[src/design/scpc_pkg.sv]
// Package: types, codes and constants of the stepping clock pulse controller.
`timescale 1ns / 1ps
package scpc_pkg;

    localparam int unsigned DIAL_SECONDS = 43200;
    localparam int unsigned PADDR_W      = 5;

    // Item opcodes
    localparam logic [1:0] OP_WRITE  = 2'd0;
    localparam logic [1:0] OP_READ   = 2'd1;
    localparam logic [1:0] OP_SECOND = 2'd2;
    localparam logic [1:0] OP_MS     = 2'd3;

    // Item register indexes
    localparam logic [1:0] REG_POS    = 2'd0;
    localparam logic [1:0] REG_PEND   = 2'd1;
    localparam logic [1:0] REG_CTRL   = 2'd2;
    localparam logic [1:0] REG_STATUS = 2'd3;

    // Configuration register indexes (word address)
    localparam logic [2:0] CFG_TICK_PULSE  = 3'd0;
    localparam logic [2:0] CFG_TICK_DUTY   = 3'd1;
    localparam logic [2:0] CFG_ADJ_PULSE   = 3'd2;
    localparam logic [2:0] CFG_ADJ_DUTY    = 3'd3;
    localparam logic [2:0] CFG_ADJ_GAP     = 3'd4;
    localparam logic [2:0] CFG_ADJ_FIRST   = 3'd5;

    typedef enum logic [1:0] {
        PH_IDLE  = 2'd0,
        PH_PULSE = 2'd1,
        PH_GAP   = 2'd2
    } scpc_phase_t;

    typedef struct packed {
        logic [7:0] tick_pulse_ms;
        logic [7:0] tick_duty;
        logic [7:0] adjust_pulse_ms;
        logic [7:0] adjust_duty;
        logic [7:0] adjust_gap_ms;
        logic [7:0] adjust_first_pulse_ms;
    } scpc_cfg_t;

    typedef struct packed {
        logic [1:0]  opcode;
        logic [1:0]  reg_index;
        logic [15:0] write_data;
    } scpc_item_t;

    typedef struct packed {
        logic [15:0] read_data;
        logic        pulse_on;
        logic        coil_select;
        logic [7:0]  pulse_duty;
        logic [15:0] dial_position;
        logic        catching_up;
    } scpc_result_t;

endpackage

[src/design/scpc_in_if.sv]
// Interface: input item channel (valid, ready and item fields).
`timescale 1ns / 1ps
interface scpc_in_if;
    logic        valid;
    logic        ready;
    logic [1:0]  opcode;
    logic [1:0]  reg_index;
    logic [15:0] write_data;

    modport source (output valid, opcode, reg_index, write_data, input ready);
    modport sink   (input valid, opcode, reg_index, write_data, output ready);
endinterface

[src/design/scpc_out_if.sv]
// Interface: result item channel (valid, ready and result fields).
`timescale 1ns / 1ps
interface scpc_out_if;
    logic        valid;
    logic        ready;
    logic [15:0] read_data;
    logic        pulse_on;
    logic        coil_select;
    logic [7:0]  pulse_duty;
    logic [15:0] dial_position;
    logic        catching_up;

    modport source (output valid, read_data, pulse_on, coil_select, pulse_duty,
                    dial_position, catching_up, input ready);
    modport sink   (input valid, read_data, pulse_on, coil_select, pulse_duty,
                    dial_position, catching_up, output ready);
endinterface

[src/design/scpc_cfg_regs.sv]
// APB-style configuration register file for the pulse timing settings.
`timescale 1ns / 1ps
module scpc_cfg_regs
    import scpc_pkg::*;
(
    input  logic               clk,
    input  logic               rst_n,
    input  logic               psel,
    input  logic               penable,
    input  logic               pwrite,
    input  logic [PADDR_W-1:0] paddr,
    input  logic [31:0]        pwdata,
    output logic [31:0]        prdata,
    output logic               pready,
    output scpc_cfg_t          cfg
);

    scpc_cfg_t  cfg_reg;
    logic       wr_en;
    logic [2:0] word_idx;
    logic [7:0] rd_byte;

    assign pready   = 1'b1;
    assign word_idx = paddr[PADDR_W-1:2];
    assign wr_en    = psel && penable && pwrite && pready;
    assign cfg      = cfg_reg;

    always_ff @(posedge clk or negedge rst_n)
    begin
        if (!rst_n)
        begin
            cfg_reg.tick_pulse_ms         <= 8'd32;
            cfg_reg.tick_duty             <= 8'd60;
            cfg_reg.adjust_pulse_ms       <= 8'd16;
            cfg_reg.adjust_duty           <= 8'd80;
            cfg_reg.adjust_gap_ms         <= 8'd100;
            cfg_reg.adjust_first_pulse_ms <= 8'd32;
        end
        else if (wr_en)
        begin
            case (word_idx)
                CFG_TICK_PULSE: cfg_reg.tick_pulse_ms         <= pwdata[7:0];
                CFG_TICK_DUTY:  cfg_reg.tick_duty             <= pwdata[7:0];
                CFG_ADJ_PULSE:  cfg_reg.adjust_pulse_ms       <= pwdata[7:0];
                CFG_ADJ_DUTY:   cfg_reg.adjust_duty           <= pwdata[7:0];
                CFG_ADJ_GAP:    cfg_reg.adjust_gap_ms         <= pwdata[7:0];
                CFG_ADJ_FIRST:  cfg_reg.adjust_first_pulse_ms <= pwdata[7:0];
                default:        ;
            endcase
        end
    end

    always_comb
    begin
        case (word_idx)
            CFG_TICK_PULSE: rd_byte = cfg_reg.tick_pulse_ms;
            CFG_TICK_DUTY:  rd_byte = cfg_reg.tick_duty;
            CFG_ADJ_PULSE:  rd_byte = cfg_reg.adjust_pulse_ms;
            CFG_ADJ_DUTY:   rd_byte = cfg_reg.adjust_duty;
            CFG_ADJ_GAP:    rd_byte = cfg_reg.adjust_gap_ms;
            CFG_ADJ_FIRST:  rd_byte = cfg_reg.adjust_first_pulse_ms;
            default:        rd_byte = 8'd0;
        endcase
    end

    assign prdata = {24'd0, rd_byte};

endmodule

[src/design/scpc_core.sv]
// Dial, catch-up and pulse timing state with the registered result stage.
`timescale 1ns / 1ps
module scpc_core
    import scpc_pkg::*;
(
    input  logic         clk,
    input  logic         rst_n,
    input  scpc_cfg_t    cfg,
    input  logic         fire,
    input  scpc_item_t   item,
    input  logic         res_ready,
    output logic         res_valid,
    output scpc_result_t result
);

    logic [15:0]  pos_reg,   pos_next;
    logic [15:0]  pend_reg,  pend_next;
    logic [7:0]   ctrl_reg,  ctrl_next;
    logic         tock_reg,  tock_next;
    logic         adj_reg,   adj_next;
    scpc_phase_t  phase_reg, phase_next;
    logic [7:0]   ms_reg,    ms_next;
    logic [7:0]   duty_reg,  duty_next;
    logic         res_valid_reg, res_valid_next;
    scpc_result_t result_reg, result_next;

    logic [15:0] rd;
    logic        start;
    logic [7:0]  start_len;
    logic [7:0]  start_duty;
    logic [16:0] pos_inc;
    logic [15:0] pos_adv;

    assign pos_inc = {1'b0, pos_reg} + 17'd1;
    assign pos_adv = (pos_inc >= 17'(DIAL_SECONDS)) ? 16'd0 : pos_inc[15:0];

    always_comb
    begin
        pos_next   = pos_reg;
        pend_next  = pend_reg;
        ctrl_next  = ctrl_reg;
        tock_next  = tock_reg;
        adj_next   = adj_reg;
        phase_next = phase_reg;
        ms_next    = ms_reg;
        duty_next  = duty_reg;
        rd         = 16'd0;
        start      = 1'b0;
        start_len  = cfg.tick_pulse_ms;
        start_duty = cfg.tick_duty;

        case (item.opcode)
            OP_WRITE:
            begin
                case (item.reg_index)
                    REG_POS:  pos_next  = item.write_data;
                    REG_PEND: pend_next = item.write_data;
                    REG_CTRL: ctrl_next = item.write_data[7:0];
                    default:  ;
                endcase
            end
            OP_READ:
            begin
                case (item.reg_index)
                    REG_POS:  rd = pos_reg;
                    REG_PEND: rd = pend_reg;
                    REG_CTRL: rd = {8'd0, ctrl_reg};
                    default:  rd = {15'd0, tock_reg};
                endcase
            end
            OP_SECOND:
            begin
                if (ctrl_reg[0] && pend_reg == 16'd0)
                begin
                    start = 1'b1;
                end
                else if (pend_reg != 16'd0)
                begin
                    if (ctrl_reg[0] && pend_reg != 16'hFFFF)
                        pend_next = pend_reg + 16'd1;
                    // first catch-up step: start length, tick duty
                    if (!adj_reg)
                    begin
                        adj_next  = 1'b1;
                        start     = 1'b1;
                        start_len = cfg.adjust_first_pulse_ms;
                    end
                end
            end
            default:
            begin
                if (phase_reg == PH_PULSE || phase_reg == PH_GAP)
                begin
                    if (ms_reg > 8'd1)
                    begin
                        ms_next = ms_reg - 8'd1;
                    end
                    else if (phase_reg == PH_PULSE)
                    begin
                        tock_next  = ~tock_reg;
                        phase_next = PH_IDLE;
                        ms_next    = 8'd0;
                        duty_next  = 8'd0;
                        adj_next   = 1'b0;
                        if (pend_reg != 16'd0)
                        begin
                            pend_next = pend_reg - 16'd1;
                            if (pend_reg != 16'd1)
                            begin
                                phase_next = PH_GAP;
                                ms_next    = cfg.adjust_gap_ms;
                                adj_next   = adj_reg;
                            end
                        end
                    end
                    else
                    begin
                        start = 1'b1;
                        if (pend_reg != 16'd1)
                        begin
                            start_len  = cfg.adjust_pulse_ms;
                            start_duty = cfg.adjust_duty;
                        end
                    end
                end
            end
        endcase

        // a new pulse overrides whatever pulse or gap is running
        if (start)
        begin
            pos_next   = pos_adv;
            phase_next = PH_PULSE;
            ms_next    = start_len;
            duty_next  = start_duty;
        end
    end

    always_comb
    begin
        result_next.read_data     = rd;
        result_next.pulse_on      = (phase_next == PH_PULSE);
        result_next.coil_select   = tock_next;
        result_next.pulse_duty    = (phase_next == PH_PULSE) ? duty_next : 8'd0;
        result_next.dial_position = pos_next;
        result_next.catching_up   = adj_next;
        res_valid_next = fire ? 1'b1 : (res_valid_reg && !res_ready);
    end

    always_ff @(posedge clk or negedge rst_n)
    begin
        if (!rst_n)
        begin
            pos_reg       <= 16'(DIAL_SECONDS - 1);
            pend_reg      <= 16'd1;
            ctrl_reg      <= 8'd0;
            tock_reg      <= 1'b0;
            adj_reg       <= 1'b0;
            phase_reg     <= PH_IDLE;
            ms_reg        <= 8'd0;
            duty_reg      <= 8'd0;
            res_valid_reg <= 1'b0;
        end
        else
        begin
            res_valid_reg <= res_valid_next;
            if (fire)
            begin
                pos_reg   <= pos_next;
                pend_reg  <= pend_next;
                ctrl_reg  <= ctrl_next;
                tock_reg  <= tock_next;
                adj_reg   <= adj_next;
                phase_reg <= phase_next;
                ms_reg    <= ms_next;
                duty_reg  <= duty_next;
            end
        end
    end

    always_ff @(posedge clk)
    begin
        if (fire)
            result_reg <= result_next;
    end

    assign res_valid = res_valid_reg;
    assign result    = result_reg;

endmodule

[src/design/stepping_clock_pulse_controller.sv]
// Top level of the stepping clock pulse controller.
// Channels: items (sink) carries opcode, reg_index and write_data; results
// (source) carries one result per item, in order: read_data, pulse_on,
// coil_select, pulse_duty, dial_position and catching_up. A transfer
// happens on a rising clk edge with valid and ready both high.
// The APB-style port sets the six pulse timing registers at byte address
// 4*i; pready is tied high and reads return the stored value.
// An item taken into the input register is processed by the state update
// once the result register is free or draining, and its result is then
// held in the result register.
// Throughput: one item per cycle while the receiver takes every result,
// set by the single state update between the input and result registers.
// When the receiver stalls, the result register holds and the input
// register still takes one more item; items.ready falls only with both full.
// Reset (rst_n, asynchronous, active low) puts the dial at its last
// position, one pending step, clock disabled, no pulse running, and loads
// the default timing settings.
`timescale 1ns / 1ps
module stepping_clock_pulse_controller
    import scpc_pkg::*;
(
    input  logic               clk,
    input  logic               rst_n,
    scpc_in_if.sink            items,
    scpc_out_if.source         results,
    input  logic               psel,
    input  logic               penable,
    input  logic               pwrite,
    input  logic [PADDR_W-1:0] paddr,
    input  logic [31:0]        pwdata,
    output logic [31:0]        prdata,
    output logic               pready
);

    scpc_cfg_t    cfg;
    scpc_item_t   item_reg;
    logic         item_valid_reg, item_valid_next;
    logic         fire;
    logic         res_valid;
    scpc_result_t result;

    // input stage moves on whenever the result register is free or draining
    assign fire        = item_valid_reg && (!res_valid || results.ready);
    assign items.ready = !item_valid_reg || fire;

    always_comb
    begin
        item_valid_next = (items.valid && items.ready) ? 1'b1 :
                          (item_valid_reg && !fire);
    end

    always_ff @(posedge clk or negedge rst_n)
    begin
        if (!rst_n)
            item_valid_reg <= 1'b0;
        else
            item_valid_reg <= item_valid_next;
    end

    always_ff @(posedge clk)
    begin
        if (items.valid && items.ready)
        begin
            item_reg.opcode     <= items.opcode;
            item_reg.reg_index  <= items.reg_index;
            item_reg.write_data <= items.write_data;
        end
    end

    scpc_cfg_regs u_cfg (
        .clk     (clk),
        .rst_n   (rst_n),
        .psel    (psel),
        .penable (penable),
        .pwrite  (pwrite),
        .paddr   (paddr),
        .pwdata  (pwdata),
        .prdata  (prdata),
        .pready  (pready),
        .cfg     (cfg)
    );

    scpc_core u_core (
        .clk       (clk),
        .rst_n     (rst_n),
        .cfg       (cfg),
        .fire      (fire),
        .item      (item_reg),
        .res_ready (results.ready),
        .res_valid (res_valid),
        .result    (result)
    );

    assign results.valid         = res_valid;
    assign results.read_data     = result.read_data;
    assign results.pulse_on      = result.pulse_on;
    assign results.coil_select   = result.coil_select;
    assign results.pulse_duty    = result.pulse_duty;
    assign results.dial_position = result.dial_position;
    assign results.catching_up   = result.catching_up;

endmodule

[src/flat_wrapper.sv]
// flat-port wrapper written by rule: the top's interface ports become plain ports
module stepping_clock_pulse_controller_flat import scpc_pkg::*;
  (clk, rst_n, psel, penable, pwrite, paddr, pwdata, prdata, pready, items_valid, items_opcode, items_reg_index, items_write_data, items_ready, results_valid, results_read_data, results_pulse_on, results_coil_select, results_pulse_duty, results_dial_position, results_catching_up, results_ready);
  scpc_in_if items_i ();
  scpc_out_if results_i ();
  input  logic clk;
  input  logic rst_n;
  input  logic psel;
  input  logic penable;
  input  logic pwrite;
  input  logic [PADDR_W-1:0] paddr;
  input  logic [31:0] pwdata;
  output logic [31:0] prdata;
  output logic pready;
  input wire logic [$bits(items_i.valid)-1:0] items_valid;
  input wire logic [$bits(items_i.opcode)-1:0] items_opcode;
  input wire logic [$bits(items_i.reg_index)-1:0] items_reg_index;
  input wire logic [$bits(items_i.write_data)-1:0] items_write_data;
  output wire logic [$bits(items_i.ready)-1:0] items_ready;
  output wire logic [$bits(results_i.valid)-1:0] results_valid;
  output wire logic [$bits(results_i.read_data)-1:0] results_read_data;
  output wire logic [$bits(results_i.pulse_on)-1:0] results_pulse_on;
  output wire logic [$bits(results_i.coil_select)-1:0] results_coil_select;
  output wire logic [$bits(results_i.pulse_duty)-1:0] results_pulse_duty;
  output wire logic [$bits(results_i.dial_position)-1:0] results_dial_position;
  output wire logic [$bits(results_i.catching_up)-1:0] results_catching_up;
  input wire logic [$bits(results_i.ready)-1:0] results_ready;
  assign items_i.valid = items_valid;
  assign items_i.opcode = items_opcode;
  assign items_i.reg_index = items_reg_index;
  assign items_i.write_data = items_write_data;
  assign items_ready = items_i.ready;
  assign results_valid = results_i.valid;
  assign results_read_data = results_i.read_data;
  assign results_pulse_on = results_i.pulse_on;
  assign results_coil_select = results_i.coil_select;
  assign results_pulse_duty = results_i.pulse_duty;
  assign results_dial_position = results_i.dial_position;
  assign results_catching_up = results_i.catching_up;
  assign results_i.ready = results_ready;
  stepping_clock_pulse_controller u_core (.clk(clk), .rst_n(rst_n), .items(items_i), .results(results_i), .psel(psel), .penable(penable), .pwrite(pwrite), .paddr(paddr), .pwdata(pwdata), .prdata(prdata), .pready(pready));
endmodule
[config.mk]
export PLATFORM = sky130hd
export DESIGN_NAME = stepping_clock_pulse_controller_flat
export DESIGN_NICKNAME = d
export VERILOG_FILES = /design/src/design/scpc_pkg.sv /design/src/design/scpc_in_if.sv /design/src/design/scpc_out_if.sv /design/src/design/scpc_cfg_regs.sv /design/src/design/scpc_core.sv /design/src/design/stepping_clock_pulse_controller.sv /design/src/flat_wrapper.sv
export SDC_FILE = /design/constraint.sdc
export NUM_CORES = 1
export LEC_CHECK = 0
export BUFFER_PORTS_ARGS = -buffer_cell sky130_fd_sc_hd__buf_2
export CORE_AREA = 5 5 151 153
export DETAILED_ROUTE_END_ITERATION = 6
export DIE_AREA = 0 0 156 158
export PLACE_DENSITY = 0.78
export SLEW_MARGIN = 30
export SYNTH_ARGS = -nofsm -noshare
export SYNTH_HDL_FRONTEND = slang
export SYNTH_SLANG_ARGS = --single-unit
[constraint.sdc]
create_clock -name clk -period 2.86 [get_ports clk]
set_input_delay 0.429 -clock clk [delete_from_list [all_inputs] [get_ports clk]]
set_output_delay 0.429 -clock clk [all_outputs]
set_load 0.01 [all_outputs]
==> flow_metrics.tcl <==
set metrics [dict create \
    synth-edff-count 63 \
    rsz0062_at_grt "yes" \
    hpwlAfterDp_um 19700 \
    grt_util_met1 0.284 \
    reg2reg_depth 8 \
    nFillCells 1822 \
    stdcell_count 1409 \
    worstPathRequired_ns 3.06 \
    finalCritPeriodShare 1.01 \
    layout_common_cells "buf_4, buf_2, dfrtp_1" \
    hold_class "in -> reg" \
    worstSetupPathType "reg -> reg" \
    cts_max_level 4 \
    syn2layout_area_growth_pct 20.3 \
    whs_path_depth 1 \
    io_buffers 90 \
    clock_power_share 0.247 \
    vias 8521 \
    ys_ff_latch 173 \
    synth_cell_types 76 \
    setup_viol 3 \
    busiest_layer "met2" \
    whs_ns 0.162 \
    die_x_um 156 \
    via_per_inst 6.05 \
    worst_slew_pin_slew_ns 0.690 \
    slew_violations 0 \
    cts_buffers 17 \
    die_h_um 158 \
    antenna_left 0 \
    power.static_leakage_uw 0.00481 \
    mostFrequentLayoutCell "buf_4" \
    async_flop_share 0.636 \
    irDropWorstVdd_mv 0.416 \
    largest_reg_flops 48 \
    synth_cells 978 \
    clock_tree.buffer_depth 2 \
    fmax_ghz 0.345 \
    drc_errors 0 \
    slew_headroom 0.536 \
    rows 54 \
    placedCellCount 1368 \
    cts.reportedPaths.clkPinSlew_ns 0.07 \
    crit_top_cell "or4_4" \
    grt_usage 0.225 \
    grtUsageMet2 0.374 \
    p_switching_uw 3260 \
    diodes 0 \
    grt_first_pass_wirelength_um 43800 \
    path_max_fanout 8 \
    netlist.area_leader.share 0.222 \
    drt-wirelength-per-cell_um 19.9 \
    clkLatencyLatePin_ns 0.44 \
    min_period_ns 2.90 \
    p_int_uw 5850 \
    grt_remaining_overflow 0 \
    worst_path_max_delay_cell "or4_4" \
    die_area_um2 24600 \
    cts_num_sinks 173 \
    synth_ff_type "dfrtp_1" \
    yosys.area.top_type "dfrtp_1" \
    cts_root_buffer "clkbuf_16" \
    endpoint_kind "register" \
    start_util 0.458 \
    routed_wl_um 28000 \
    final_util 0.551 \
    hold_viol_final 0 \
    antenna_found_initial 0 \
    synth.avg_cell_area_um2 10.0 \
    fin_nets 1189 \
    status "complete, but fails checks" \
    combinationalPowerShare 0.332 \
    cp_cell_sequence "or4_4 -> or4_4 -> a2111oi_4 -> buf_12 -> mux2i_2 -> nor2_1 -> a31oi_1 -> nor2_2" \
    pwr-share-seq 0.421 \
    violations "setup timing" \
    grt_use_met3 0.0478 \
    cts_tree "yes" \
    drtIter0Drc 806 \
    total_power_uw 9110 \
    fin_skew_ns 0.00849 \
    ioPinCount 142 \
    post-place-ws_ns -0.207 \
    dr.pass1.iters 6 \
    fin_ws_ns -0.0350 \
    cp.arrival_ns 3.09 \
    grt_pass1_vias 8347 \
    core_area_um2 21400 \
    yosysSeqAreaShare 0.477 \
    powerDensity_nw_per_um2 772 \
    gp_congestion 0.948 \
    layout-drive-gt1-share 0.322 \
    syn_area_um2 9800 \
    switching_share 0.357 \
    grt_max_degree 46 \
    critPathLaunchType "register" \
    netlist_top_cells_area "dfrtp_1, edfxtp_1, mux2_2" \
    max_cap_violations 0 \
    slowest_delay_ns 0.58 \
    synth_warnings 0 \
]
-- cell families after synthesis --
kind of cell	count (synthesis)	synth area share
xor+xnor	12	0.0107
fa+ha+maj	9	0.0115
simple gates	294	0.148
compound gates	251	0.166
other cells	2	0.000766
buf+inv	130	0.0629
mux	107	0.124
flops	173	0.477
-- worst max-delay path, delay by kind of cell (launching register included) --
family / cells / cell delay [ns]
simple gates: 4 / 1.28
buf+inv: 1 / 0.21
compound gates: 2 / 0.47
flops: 1 / 0.39
mux: 1 / 0.29
-- Yosys cell counts, types with 7 or more instances --
cell,n
dfrtp_1,87
o21ai_1,9
nand4_1,11
xnor2_1,7
or3_1,12
mux2i_1,38
nor2_1,93
nand3_1,30
ha_1,9
edfxtp_1,63
a31oi_1,23
a21oi_1,59
buf_2,7
nand2b_1,10
buf_4,30
inv_1,33
clkbuf_1,52
nor2_2,8
dfstp_2,23
nor3_1,35
nand2_1,49
o22ai_1,18
a22oi_1,22
mux2_2,64
o21ai_0,57
-- power by group through the flow --
stage / registers (uW) / logic, uW / clock network, uW
after detailed placement: 3850 / 2870 / 0
after floorplan: 3700 / 1900 / 0
after global placement: 3810 / 2780 / 0
after global routing: 3890 / 3320 / 2390
after CTS: 3810 / 2910 / 2280
final: 3840 / 3020 / 2250
-- layout make-up --
class / instances / area (um^2) / area share
repair buffers: 192 / 1310 / 0.111
inverters: 34 / 128 / 0.0108
flip-flops and latches: 173 / 4670 / 0.396
well taps: 280 / 350 / 0.0297
clock buffers: 17 / 425 / 0.0361
clock inverters: 15 / 138 / 0.0117
multi-input cells: 698 / 4770 / 0.404
-- through the flow --
step | setup TNS (ns) | area (um^2)
finish | -0.0623 | 11800
global route | -0.424 | 11800
CTS | 0 | 11600
detailed placement | -1.01 | 11000
global placement | -0.664 | 11000
floorplan | -0.828 | 9890
-- per-layer routing --
metal	wire, um	vias to the layer above	share of wire
met5	0	-	0
met1	11100	4152	0.40
met4	1140	0	0.040
met2	13500	425	0.48
met3	2270	84	0.081
li1	-	3860	-
-- timing repair --
item,4_1_cts,5_1_grt
buffers inserted,0,6
setup endpoints to repair,14,37
resized for setup,12,26
cloned,0,2
hold endpoints to repair,29,0
hold buffers,1,0
pin swaps,1,3
-- final timing paths --
kind	end	startpoint	slack (ns)
worst max-delay path	u_core.u_core.result[23]	u_core.u_core.ms_reg[6]	-0.04
worst min register to register	u_core.u_core.duty_reg[5]	u_core.u_core.duty_reg[5]	0.49
worst min-delay path	u_core.item_reg[1]	items_write_data[1]	0.16
worst max register to register	u_core.u_core.result[23]	u_core.u_core.ms_reg[6]	-0.04
max in group asynchronous	u_core.u_cfg.cfg[35]	rst_n	1.54
min in group asynchronous	u_core.u_cfg.cfg[38]	rst_n	0.51
Power figures use the tool's default switching activity.
